<file path="config.mk">
export PLATFORM = sky130hd
export DESIGN_NAME = rtp_presentation_time_aligner_core_flat
export DESIGN_NICKNAME = d
export VERILOG_FILES = /design/src/design/rtpa_pkg.sv /design/src/design/rtpa_if.sv /design/src/design/rtp_presentation_time_aligner_core.sv /design/src/design/rtpa_ctrl.sv /design/src/design/rtpa_datapath.sv /design/src/flat_wrapper.sv
export SDC_FILE = /design/constraint.sdc
export NUM_CORES = 2
export LEC_CHECK = 0
export BUFFER_PORTS_ARGS = -buffer_cell sky130_fd_sc_hd__buf_2
export CORE_UTILIZATION = 35
export CTS_BUF_LIST = sky130_fd_sc_hd__clkbuf_4 sky130_fd_sc_hd__clkbuf_8
export DETAILED_ROUTE_END_ITERATION = 10
export GPL_TIMING_DRIVEN = 0
export MAX_ROUTING_LAYER = met4
export PLACE_DENSITY = 0.54
export SYNTH_ARGS = -nofsm -noshare
export SYNTH_HDL_FRONTEND = slang
export SYNTH_SLANG_ARGS = --single-unit
</file>
<file path="constraint.sdc">
create_clock -name clock -period 11 [get_ports clock]
set_input_delay 0.55 -clock clock [delete_from_list [all_inputs] [get_ports clock]]
set_output_delay 0.55 -clock clock [all_outputs]
set_load 0.02 [all_outputs]
</file>
<file path="src/design/rtpa_pkg.sv">
// ----------------------------------------------------------------------------
// RTP presentation time aligner package
// Shared constants, payload types, controller/datapath command and status
// structs, and the microsecond normalization helper.
// ----------------------------------------------------------------------------
`timescale 1ns / 1ps

package rtpa_pkg;

   localparam int STREAM_COUNT_DEF = 4;

   localparam logic [19:0] DEFAULT_RATE = 20'd9000;
   localparam logic [21:0] USEC_PER_SEC = 22'd1000000;
   localparam logic [21:0] TWO_SEC_USEC = 22'd2000000;

   localparam logic FUNC_FRAME = 1'b0;
   localparam logic FUNC_CLOSE = 1'b1;

   // Integer pass of the divider yields a 32-bit quotient; the fraction pass
   // yields the 20-bit microsecond part.
   localparam int INT_DIV_STEPS  = 32;
   localparam int FRAC_DIV_STEPS = 20;
   localparam int CNT_W          = 5;

   typedef struct packed {
      logic        func;
      logic [1:0]  stream_slot;
      logic        rtcp_synced;
      logic        is_video;
      logic [31:0] rtp_timestamp;
      logic [19:0] clock_rate;
      logic [31:0] from_sec;
      logic [19:0] from_usec;
      logic [31:0] wall_sec;
      logic [19:0] wall_usec;
   } req_payload_type;

   typedef struct packed {
      logic [31:0] out_sec;
      logic [19:0] out_usec;
   } rsp_payload_type;

   typedef struct packed {
      logic load_req;
      logic close_slot;
      logic div_init_int;
      logic div_init_frac;
      logic div_step;
      logic mul_frac;
      logic calc_ref;
      logic calc_adjust;
      logic commit;
   } cmd_type;

   typedef struct packed {
      logic in_range;
      logic is_close;
      logic synced;
      logic take_master;
      logic seen;
      logic rsp_free;
   } sts_type;

   typedef struct packed {
      logic [1:0]  carry;
      logic [19:0] usec;
   } norm_type;

   // Splits a microsecond sum below three seconds into carry and remainder.
   function automatic norm_type norm_usec(input logic [21:0] value);
      norm_type n;
      if (value >= TWO_SEC_USEC) begin
         n.carry = 2'd2;
         n.usec  = 20'(value - TWO_SEC_USEC);
      end else if (value >= USEC_PER_SEC) begin
         n.carry = 2'd1;
         n.usec  = 20'(value - USEC_PER_SEC);
      end else begin
         n.carry = 2'd0;
         n.usec  = value[19:0];
      end
      return n;
   endfunction

endpackage

</file>
<file path="src/design/rtpa_if.sv">
// ----------------------------------------------------------------------------
// RTP presentation time aligner channels
// Valid/ready channels for frame events and aligned presentation times.
// ----------------------------------------------------------------------------
`timescale 1ns / 1ps

interface rtpa_req_if;
   import rtpa_pkg::*;
   logic            valid;
   logic            ready;
   req_payload_type payload;
   modport source (output valid, output payload, input ready);
   modport sink (input valid, input payload, output ready);
endinterface

interface rtpa_rsp_if;
   import rtpa_pkg::*;
   logic            valid;
   logic            ready;
   rsp_payload_type payload;
   modport source (output valid, output payload, input ready);
   modport sink (input valid, input payload, output ready);
endinterface

</file>
<file path="src/design/rtp_presentation_time_aligner_core.sv">
// ----------------------------------------------------------------------------
// RTP presentation time aligner core
// Steps: a pass-through frame, or one that keeps the master, passes the
// decision step and then the result step; a new master taken from the wall
// clock or the old adjustment adds the reference and adjustment steps; a new
// master derived from the RTP delta first adds the 32-step and 20-step passes
// of the shared divider. The result step waits until the result register is
// free. Flow: one event at a time; the next transfer is taken only after the
// result is registered. Close events give no result.
// Reset: synchronous; clears master, per-stream seen flags, result valid flag.
// ----------------------------------------------------------------------------
`timescale 1ns / 1ps

module rtp_presentation_time_aligner_core #(
   parameter int STREAM_COUNT = rtpa_pkg::STREAM_COUNT_DEF
) (
   input logic         clock,
   input logic         reset,
   rtpa_req_if.sink    req_chan,
   rtpa_rsp_if.source  rsp_chan
);
   import rtpa_pkg::*;

   cmd_type cmd;
   sts_type sts;
   logic    req_ready;

   assign req_chan.ready = req_ready;

   rtpa_ctrl u_ctrl (
      .clock     (clock),
      .reset     (reset),
      .req_valid (req_chan.valid),
      .req_ready (req_ready),
      .sts       (sts),
      .cmd       (cmd)
   );

   rtpa_datapath #(
      .STREAM_COUNT (STREAM_COUNT)
   ) u_datapath (
      .clock       (clock),
      .reset       (reset),
      .cmd         (cmd),
      .sts         (sts),
      .req_payload (req_chan.payload),
      .rsp_valid   (rsp_chan.valid),
      .rsp_ready   (rsp_chan.ready),
      .rsp_payload (rsp_chan.payload)
   );

endmodule

</file>
<file path="src/design/rtpa_ctrl.sv">
// ----------------------------------------------------------------------------
// RTP presentation time aligner controller
// Sequences one event through decision, division, reference, adjustment and
// result steps of the datapath.
// ----------------------------------------------------------------------------
`timescale 1ns / 1ps

module rtpa_ctrl (
   input  logic             clock,
   input  logic             reset,
   input  logic             req_valid,
   output logic             req_ready,
   input  rtpa_pkg::sts_type sts,
   output rtpa_pkg::cmd_type cmd
);
   import rtpa_pkg::*;

   localparam logic [2:0] ST_IDLE      = 3'd0;
   localparam logic [2:0] ST_DECIDE    = 3'd1;
   localparam logic [2:0] ST_DIV_INT   = 3'd2;
   localparam logic [2:0] ST_MUL       = 3'd3;
   localparam logic [2:0] ST_FRAC_INIT = 3'd4;
   localparam logic [2:0] ST_DIV_FRAC  = 3'd5;
   localparam logic [2:0] ST_REF       = 3'd6;
   localparam logic [2:0] ST_ADJUST    = 3'd7;
   localparam logic [2:0] ST_OUTPUT_N  = 3'd0;

   logic [2:0]       state_ff, state_in;
   logic             out_pending_ff, out_pending_in;
   logic [CNT_W-1:0] cnt_ff, cnt_in;

   assign req_ready = (state_ff == ST_IDLE) && !out_pending_ff;

   always_comb begin
      state_in       = state_ff;
      out_pending_in = out_pending_ff;
      cnt_in         = cnt_ff;
      cmd            = '0;
      if (out_pending_ff) begin
         // Result step: waits until the result register can take the value.
         if (sts.rsp_free) begin
            cmd.commit     = 1'b1;
            out_pending_in = 1'b0;
         end
      end else begin
         unique case (state_ff)
            ST_IDLE: begin
               if (req_valid) begin
                  cmd.load_req = 1'b1;
                  state_in     = ST_DECIDE;
               end
            end
            ST_DECIDE: begin
               cnt_in = '0;
               if (!sts.in_range) begin
                  state_in = ST_IDLE;
               end else if (sts.is_close) begin
                  cmd.close_slot = 1'b1;
                  state_in       = ST_IDLE;
               end else if (!sts.synced || !sts.take_master) begin
                  state_in       = ST_IDLE;
                  out_pending_in = 1'b1;
               end else if (sts.seen) begin
                  cmd.div_init_int = 1'b1;
                  state_in         = ST_DIV_INT;
               end else begin
                  state_in = ST_REF;
               end
            end
            ST_DIV_INT: begin
               cmd.div_step = 1'b1;
               cnt_in       = cnt_ff + 1'b1;
               if (cnt_ff == CNT_W'(INT_DIV_STEPS - 1)) begin
                  state_in = ST_MUL;
               end
            end
            ST_MUL: begin
               cmd.mul_frac = 1'b1;
               state_in     = ST_FRAC_INIT;
            end
            ST_FRAC_INIT: begin
               cmd.div_init_frac = 1'b1;
               cnt_in            = '0;
               state_in          = ST_DIV_FRAC;
            end
            ST_DIV_FRAC: begin
               cmd.div_step = 1'b1;
               cnt_in       = cnt_ff + 1'b1;
               if (cnt_ff == CNT_W'(FRAC_DIV_STEPS - 1)) begin
                  state_in = ST_REF;
               end
            end
            ST_REF: begin
               cmd.calc_ref = 1'b1;
               state_in     = ST_ADJUST;
            end
            ST_ADJUST: begin
               cmd.calc_adjust = 1'b1;
               state_in        = ST_OUTPUT_N;
               out_pending_in  = 1'b1;
            end
            default: begin
               state_in = ST_IDLE;
            end
         endcase
      end
   end

   always_ff @(posedge clock) begin
      if (reset) begin
         state_ff       <= ST_IDLE;
         out_pending_ff <= 1'b0;
         cnt_ff         <= '0;
      end else begin
         state_ff       <= state_in;
         out_pending_ff <= out_pending_in;
         cnt_ff         <= cnt_in;
      end
   end

endmodule

</file>
<file path="src/design/rtpa_datapath.sv">
// ----------------------------------------------------------------------------
// RTP presentation time aligner datapath
// Per-stream history, master and adjustment registers, a shared radix-2
// divider for the RTP delta, and the result register.
// ----------------------------------------------------------------------------
`timescale 1ns / 1ps

module rtpa_datapath #(
   parameter int STREAM_COUNT = rtpa_pkg::STREAM_COUNT_DEF
) (
   input  logic                     clock,
   input  logic                     reset,
   input  rtpa_pkg::cmd_type         cmd,
   output rtpa_pkg::sts_type         sts,
   input  rtpa_pkg::req_payload_type req_payload,
   output logic                     rsp_valid,
   input  logic                     rsp_ready,
   output rtpa_pkg::rsp_payload_type rsp_payload
);
   import rtpa_pkg::*;

   localparam int SLOT_W = (STREAM_COUNT > 1) ? $clog2(STREAM_COUNT) : 1;

   req_payload_type   req_ff;

   logic              master_valid_ff, master_valid_in;
   logic              master_video_ff, master_video_in;
   logic [SLOT_W-1:0] master_idx_ff, master_idx_in;
   logic [31:0]       adj_sec_ff, adj_sec_in;
   logic [19:0]       adj_usec_ff, adj_usec_in;

   logic [31:0]       prev_rtp_ff  [STREAM_COUNT];
   logic [31:0]       prev_sec_ff  [STREAM_COUNT];
   logic [19:0]       prev_usec_ff [STREAM_COUNT];
   logic [STREAM_COUNT-1:0] seen_ff, seen_in;

   logic [19:0]       div_rem_ff, div_rem_in;
   logic [39:0]       div_dvd_ff, div_dvd_in;
   logic [31:0]       quo_ff;
   logic [39:0]       prod_ff;
   logic [31:0]       ref_sec_ff, ref_sec_in;
   logic [19:0]       ref_usec_ff, ref_usec_in;

   logic              rsp_valid_ff, rsp_valid_in;
   rsp_payload_type   rsp_ff, rsp_in;

   logic [SLOT_W-1:0] slot_idx;
   logic              in_range;
   logic [31:0]       prev_rtp;
   logic [31:0]       prev_sec;
   logic [19:0]       prev_usec;
   logic              seen;
   logic [19:0]       divisor;
   logic [31:0]       delta;
   logic [20:0]       trial;
   logic              trial_ge;
   logic [31:0]       ref_base;
   logic [21:0]       ref_usum;
   norm_type          ref_norm;
   logic [21:0]       adj_t;
   norm_type          adj_norm;
   norm_type          sum_norm;
   logic              repeat_rtp;

   assign slot_idx  = SLOT_W'(req_ff.stream_slot);
   assign in_range  = 32'(req_ff.stream_slot) < 32'(STREAM_COUNT);
   assign prev_rtp  = prev_rtp_ff[slot_idx];
   assign prev_sec  = prev_sec_ff[slot_idx];
   assign prev_usec = prev_usec_ff[slot_idx];
   assign seen      = seen_ff[slot_idx];

   assign repeat_rtp = seen && (req_ff.rtp_timestamp == prev_rtp);

   assign sts.in_range    = in_range;
   assign sts.is_close    = (req_ff.func == FUNC_CLOSE);
   assign sts.synced      = req_ff.rtcp_synced;
   assign sts.take_master = !master_valid_ff || (!master_video_ff && req_ff.is_video);
   assign sts.seen        = seen;
   assign sts.rsp_free    = !rsp_valid_ff || rsp_ready;

   // Divider: the integer pass divides the RTP delta by the clock rate, the
   // fraction pass divides remainder times one million by the same rate.
   assign divisor  = (req_ff.clock_rate == '0) ? DEFAULT_RATE : req_ff.clock_rate;
   assign delta    = (req_ff.rtp_timestamp >= prev_rtp) ?
                     (req_ff.rtp_timestamp - prev_rtp) : '0;
   assign trial    = {div_rem_ff, div_dvd_ff[39]};
   assign trial_ge = trial >= {1'b0, divisor};

   always_comb begin
      div_rem_in = div_rem_ff;
      div_dvd_in = div_dvd_ff;
      if (cmd.div_init_int) begin
         div_rem_in = '0;
         div_dvd_in = {delta, 8'd0};
      end else if (cmd.div_init_frac) begin
         div_rem_in = prod_ff[39:20];
         div_dvd_in = {prod_ff[19:0], 20'd0};
      end else if (cmd.div_step) begin
         div_rem_in = trial_ge ? 20'(trial - {1'b0, divisor}) : trial[19:0];
         div_dvd_in = {div_dvd_ff[38:0], trial_ge};
      end
   end

   // Reference time of a new master.
   always_comb begin
      if (seen) begin
         ref_base = quo_ff + prev_sec;
         ref_usum = 22'(div_dvd_ff[19:0]) + 22'(prev_usec);
      end else if (master_valid_ff) begin
         ref_base = adj_sec_ff + req_ff.from_sec;
         ref_usum = 22'(adj_usec_ff) + 22'(req_ff.from_usec);
      end else begin
         ref_base = req_ff.wall_sec;
         ref_usum = 22'(req_ff.wall_usec);
      end
      ref_norm    = norm_usec(ref_usum);
      ref_sec_in  = ref_base + 32'(ref_norm.carry);
      ref_usec_in = ref_norm.usec;
   end

   // Adjustment is reference minus incoming time; two seconds are borrowed so
   // the microsecond difference never goes negative.
   assign adj_t    = 22'(ref_usec_ff) + TWO_SEC_USEC - 22'(req_ff.from_usec);
   assign adj_norm = norm_usec(adj_t);
   assign sum_norm = norm_usec(22'(req_ff.from_usec) + 22'(adj_usec_ff));

   always_comb begin
      master_valid_in = master_valid_ff;
      master_video_in = master_video_ff;
      master_idx_in   = master_idx_ff;
      adj_sec_in      = adj_sec_ff;
      adj_usec_in     = adj_usec_ff;
      seen_in         = seen_ff;
      if (cmd.calc_adjust) begin
         master_valid_in = 1'b1;
         master_video_in = req_ff.is_video;
         master_idx_in   = slot_idx;
         adj_sec_in      = ref_sec_ff - req_ff.from_sec - 32'd2 + 32'(adj_norm.carry);
         adj_usec_in     = adj_norm.usec;
      end
      if (cmd.close_slot) begin
         seen_in[slot_idx] = 1'b0;
         if (master_valid_ff && (master_idx_ff == slot_idx)) begin
            master_valid_in = 1'b0;
         end
      end
      if (cmd.commit) begin
         seen_in[slot_idx] = 1'b1;
      end
   end

   always_comb begin
      if (!req_ff.rtcp_synced) begin
         rsp_in.out_sec  = req_ff.from_sec;
         rsp_in.out_usec = req_ff.from_usec;
      end else if (repeat_rtp) begin
         rsp_in.out_sec  = prev_sec;
         rsp_in.out_usec = prev_usec;
      end else begin
         rsp_in.out_sec  = req_ff.from_sec + adj_sec_ff + 32'(sum_norm.carry);
         rsp_in.out_usec = sum_norm.usec;
      end
   end

   always_comb begin
      rsp_valid_in = rsp_valid_ff;
      if (rsp_valid_ff && rsp_ready) begin
         rsp_valid_in = 1'b0;
      end
      if (cmd.commit) begin
         rsp_valid_in = 1'b1;
      end
   end

   always_ff @(posedge clock) begin
      if (reset) begin
         master_valid_ff <= 1'b0;
         master_video_ff <= 1'b0;
         master_idx_ff   <= '0;
         adj_sec_ff      <= '0;
         adj_usec_ff     <= '0;
         seen_ff         <= '0;
         rsp_valid_ff    <= 1'b0;
      end else begin
         master_valid_ff <= master_valid_in;
         master_video_ff <= master_video_in;
         master_idx_ff   <= master_idx_in;
         adj_sec_ff      <= adj_sec_in;
         adj_usec_ff     <= adj_usec_in;
         seen_ff         <= seen_in;
         rsp_valid_ff    <= rsp_valid_in;
      end
   end

   always_ff @(posedge clock) begin
      if (cmd.load_req) begin
         req_ff <= req_payload;
      end
      div_rem_ff <= div_rem_in;
      div_dvd_ff <= div_dvd_in;
      if (cmd.mul_frac) begin
         quo_ff  <= div_dvd_ff[31:0];
         prod_ff <= {20'd0, div_rem_ff} * 40'(USEC_PER_SEC);
      end
      if (cmd.calc_ref) begin
         ref_sec_ff  <= ref_sec_in;
         ref_usec_ff <= ref_usec_in;
      end
      if (cmd.commit) begin
         rsp_ff                 <= rsp_in;
         prev_rtp_ff[slot_idx]  <= req_ff.rtp_timestamp;
         prev_sec_ff[slot_idx]  <= rsp_in.out_sec;
         prev_usec_ff[slot_idx] <= rsp_in.out_usec;
      end
   end

   assign rsp_valid   = rsp_valid_ff;
   assign rsp_payload = rsp_ff;

endmodule
</file>
<file path="src/flat_wrapper.sv">
// flat-port wrapper written by rule: the top's interface ports become plain ports
module rtp_presentation_time_aligner_core_flat import rtpa_pkg::*;
#(
   parameter int STREAM_COUNT = rtpa_pkg::STREAM_COUNT_DEF
)
  (clock, reset, req_chan_valid, req_chan_payload, req_chan_ready, rsp_chan_valid, rsp_chan_payload, rsp_chan_ready);
  rtpa_req_if req_chan_i ();
  rtpa_rsp_if rsp_chan_i ();
  input logic clock;
  input logic reset;
  input wire logic [$bits(req_chan_i.valid)-1:0] req_chan_valid;
  input wire logic [$bits(req_chan_i.payload)-1:0] req_chan_payload;
  output wire logic [$bits(req_chan_i.ready)-1:0] req_chan_ready;
  output wire logic [$bits(rsp_chan_i.valid)-1:0] rsp_chan_valid;
  output wire logic [$bits(rsp_chan_i.payload)-1:0] rsp_chan_payload;
  input wire logic [$bits(rsp_chan_i.ready)-1:0] rsp_chan_ready;
  assign req_chan_i.valid = req_chan_valid;
  assign req_chan_i.payload = req_chan_payload;
  assign req_chan_ready = req_chan_i.ready;
  assign rsp_chan_valid = rsp_chan_i.valid;
  assign rsp_chan_payload = rsp_chan_i.payload;
  assign rsp_chan_i.ready = rsp_chan_ready;
  rtp_presentation_time_aligner_core #(.STREAM_COUNT(STREAM_COUNT)) u_core (.clock(clock), .reset(reset), .req_chan(req_chan_i), .rsp_chan(rsp_chan_i));
endmodule
</file>
==> metrics.txt <==
status finished, final reports clean; wire per inst 22.47 µm; syn_area_per_cell 11.26 µm²; number of global-route vias before repair 36040; Peak VDD IR 0.9423 mV; Layout area overhead 17.21%; H-tree Lvls 4; synth warn 0; crit-path max cell delay 0.82 ns; WP buf/inv 4; Crit. End Element flip-flop; post-route cell area 57600 µm²; clk buf depth 3; Worst path slowest cell clkbuf_1; main area contributors after synthesis edfxtp_1 43%, ha_1 11%, dfxtp_1 4.1%; Layout Skew 0.07236 ns; vias 36350; Setup-failing EPs final 0; First-pass DRT Iterations 6; Post-Syn Area 49140 µm²; RSZ-0062 raised after global routing false; DR iter-0 viols 2772; share of cells above drive strength 1 13.09%; remaining antenna violation count after routing 0; gpl congestion 0.9396; Most used DFF post-synth edfxtp_1; fin crit period 10.15 ns; sequential fraction of the synthesis area 46.79%; max_cap viols 0; pin count of the biggest net entering global routing 97; Req. time, crit path 11.59 ns; Setup Buffers After CTS 0; Mapped Cells 4364; Lkg Pwr 22.62 nW; full die area 141900 µm²; CP Class reg -> reg; crit path max fanout 10; Critical Path Start Type flip-flop; largest area contributor in the netlist edfxtp_1; Initial Util 35.26%; die height 376.7 µm; core area 139400 µm²; max-slew violation count 0; period utilization 92.30%; final core occ 41.33%; Max-slew headroom 13.04%; clock latency on the worst-skew pair 0.91 ns; f_max 98.49 MHz; clk sinks 799; I/O pin cnt 219; Hold Path Class in -> reg; most frequent cells in the layout 699 x edfxtp_1, 422 x ha_1, 345 x inv_1; final cell count without fillers 6895; most frequent CP cell nor2_1; total track usage 22.32%; Distinct cells, synth 104; share of the synthesized area in the top cell type 42.72%; final hold vios 0; CTS tree built; Final Power 0.02059 W; std cell rows 137; commonest non-fill, non-tap cell in the layout edfxtp_1; clock tree root buffer cell clkbuf_8; DR DRC count 0; grt ovf 0; global-route wire length before repair 229.0 mm; Die Span X 376.7 µm; # port buffers 217; Post-Place Cell Area 52950 µm²; Nets 5579; clk slew on worst S/H paths 0.07 ns; Worst Tran Pin Value 1.304 ns; CP delay by family, top simple AND/OR/NAND/NOR gates; Via density 5.272; Post-Syn Nets 5037; initial antenna violation count 11; Detailed Place HPWL 120.6 mm; Seq cells post-synth 799; Post-synth ARST share 0%; final wirelength 154.9 mm; Hold WS 0.05796 ns; total CTS buffers 139; Worst EP arrival 10.74 ns; EDFF count, synth 699; Pwr Density 357.4 nW/µm²; placed cell count 6480
-- timing repair --
action,4_1_cts,5_1_grt
gates resized for setup,0,3
setup endpoints to repair,0,7
hold endpoints to repair,163,0
hold buffers,161,0
-- cell type report --
cell class | instances | area, µm²
buffer | 148 | 594.3
fill | 13360 | 81760
timing repair buffer | 401 | 3032
sequential | 799 | 22990
antenna | 6 | 15.01
inverter | 352 | 1339
tap | 1876 | 2347
clock inverter | 73 | 782.0
clock buffer | 175 | 2240
multi-input combinational | 3065 | 24260
-- worst register-to-register path: cells and delay by family, from the launching register on --
family / cells / cell delay [ns]
simple gates: 10 / 2.76
mux: 1 / 0.69
xor+xnor: 2 / 0.30
compound gates: 7 / 2.26
fa+ha+maj: 4 / 1.24
buf+inv: 4 / 2.18
flops: 1 / 0.38
-- per-layer routing --
layer  global-route usage [%]  vias to the layer above  routed length (µm)  share of wire [%]
li1                         -                    17430                   -                  -
met1                    28.65                    17730               68960                 45
met2                    35.94                      943               73480                 47
met3                    2.771                      252                6892                4.4
met4                    8.529                        0                5563                3.6
met5                        -                        -                   0                  0
-- where the power goes --
group          leakage, nW  switching, W  internal, W
combinational         13.9       0.00737      0.00560
sequential            7.20      0.000383      0.00424
clock                 1.56       0.00135      0.00165
total                 22.6       0.00910       0.0115
-- cell families after synthesis --
kind of cell | after synthesis | synth area share [%]
multiplexers | 155 | 5.406
AND/OR/NAND/NOR | 1070 | 10.62
buffers and inverters | 500 | 3.896
AO/OA/AOI/OAI | 1075 | 14.46
flip-flops | 799 | 46.79
adder cells (fa/ha/maj) | 508 | 14.25
XOR/XNOR | 257 | 4.581
-- flip-flops by register name, summed over array words and instances (netlist names), 32 cells and up, named ones only --
name                            count
u_core.u_datapath.adj_sec_ff       32
u_core.u_datapath.prev_usec_ff     80
u_core.u_datapath.prev_sec_ff     128
u_core.u_datapath.prod_ff          34
u_core.u_datapath.rsp_payload      52
u_core.u_datapath.ref_sec_ff       32
u_core.u_datapath.div_dvd_ff       40
u_core.u_datapath.prev_rtp_ff     128
u_core.u_datapath.req_ff          157
u_core.u_datapath.quo_ff           32
-- final timing paths --
check / to / cells past startpoint / start / slack [ns]
max reg2reg: u_core.u_datapath.ref_sec_ff[28]$_DFFE_PP_ / 28 / flip-flop / 0.85
min: u_core.u_datapath.rsp_valid$_SDFFE_PP0P_ / 3 / rsp_chan_ready / 0.06
min reg2reg: u_core.u_datapath.master_video_ff$_SDFFE_PP0P_ / 2 / u_core.u_datapath.master_video_ff$_SDFFE_PP0P_ / 0.45
max: u_core.u_datapath.ref_sec_ff[28]$_DFFE_PP_ / 28 / flip-flop / 0.85
-- Yosys cell counts (45+ instances only) --
cell type	count
a211oi_1	45
a21o_1	105
a21oi_1	306
a31oi_1	55
clkbuf_1	111
dfxtp_1	100
edfxtp_1	699
fa_1	86
ha_1	422
inv_1	350
mux2i_1	46
mux4_2	84
nand2_1	301
nand3_1	100
nor2_1	254
nor3_1	90
o21a_1	45
o21ai_0	179
xnor2_1	173
xor2_1	84
-- stage by stage --
step	TNS, ns	setup slack, ns
2_1_floorplan	0	3.262
3_3_place_gp	-114.96	-1.381
3_5_place_dp	0	0.3980
4_1_cts	0	0.3238
5_1_grt	0	0.2340
6_report	0	0.8465
No activity file was read; power rests on OpenSTA's default activity.
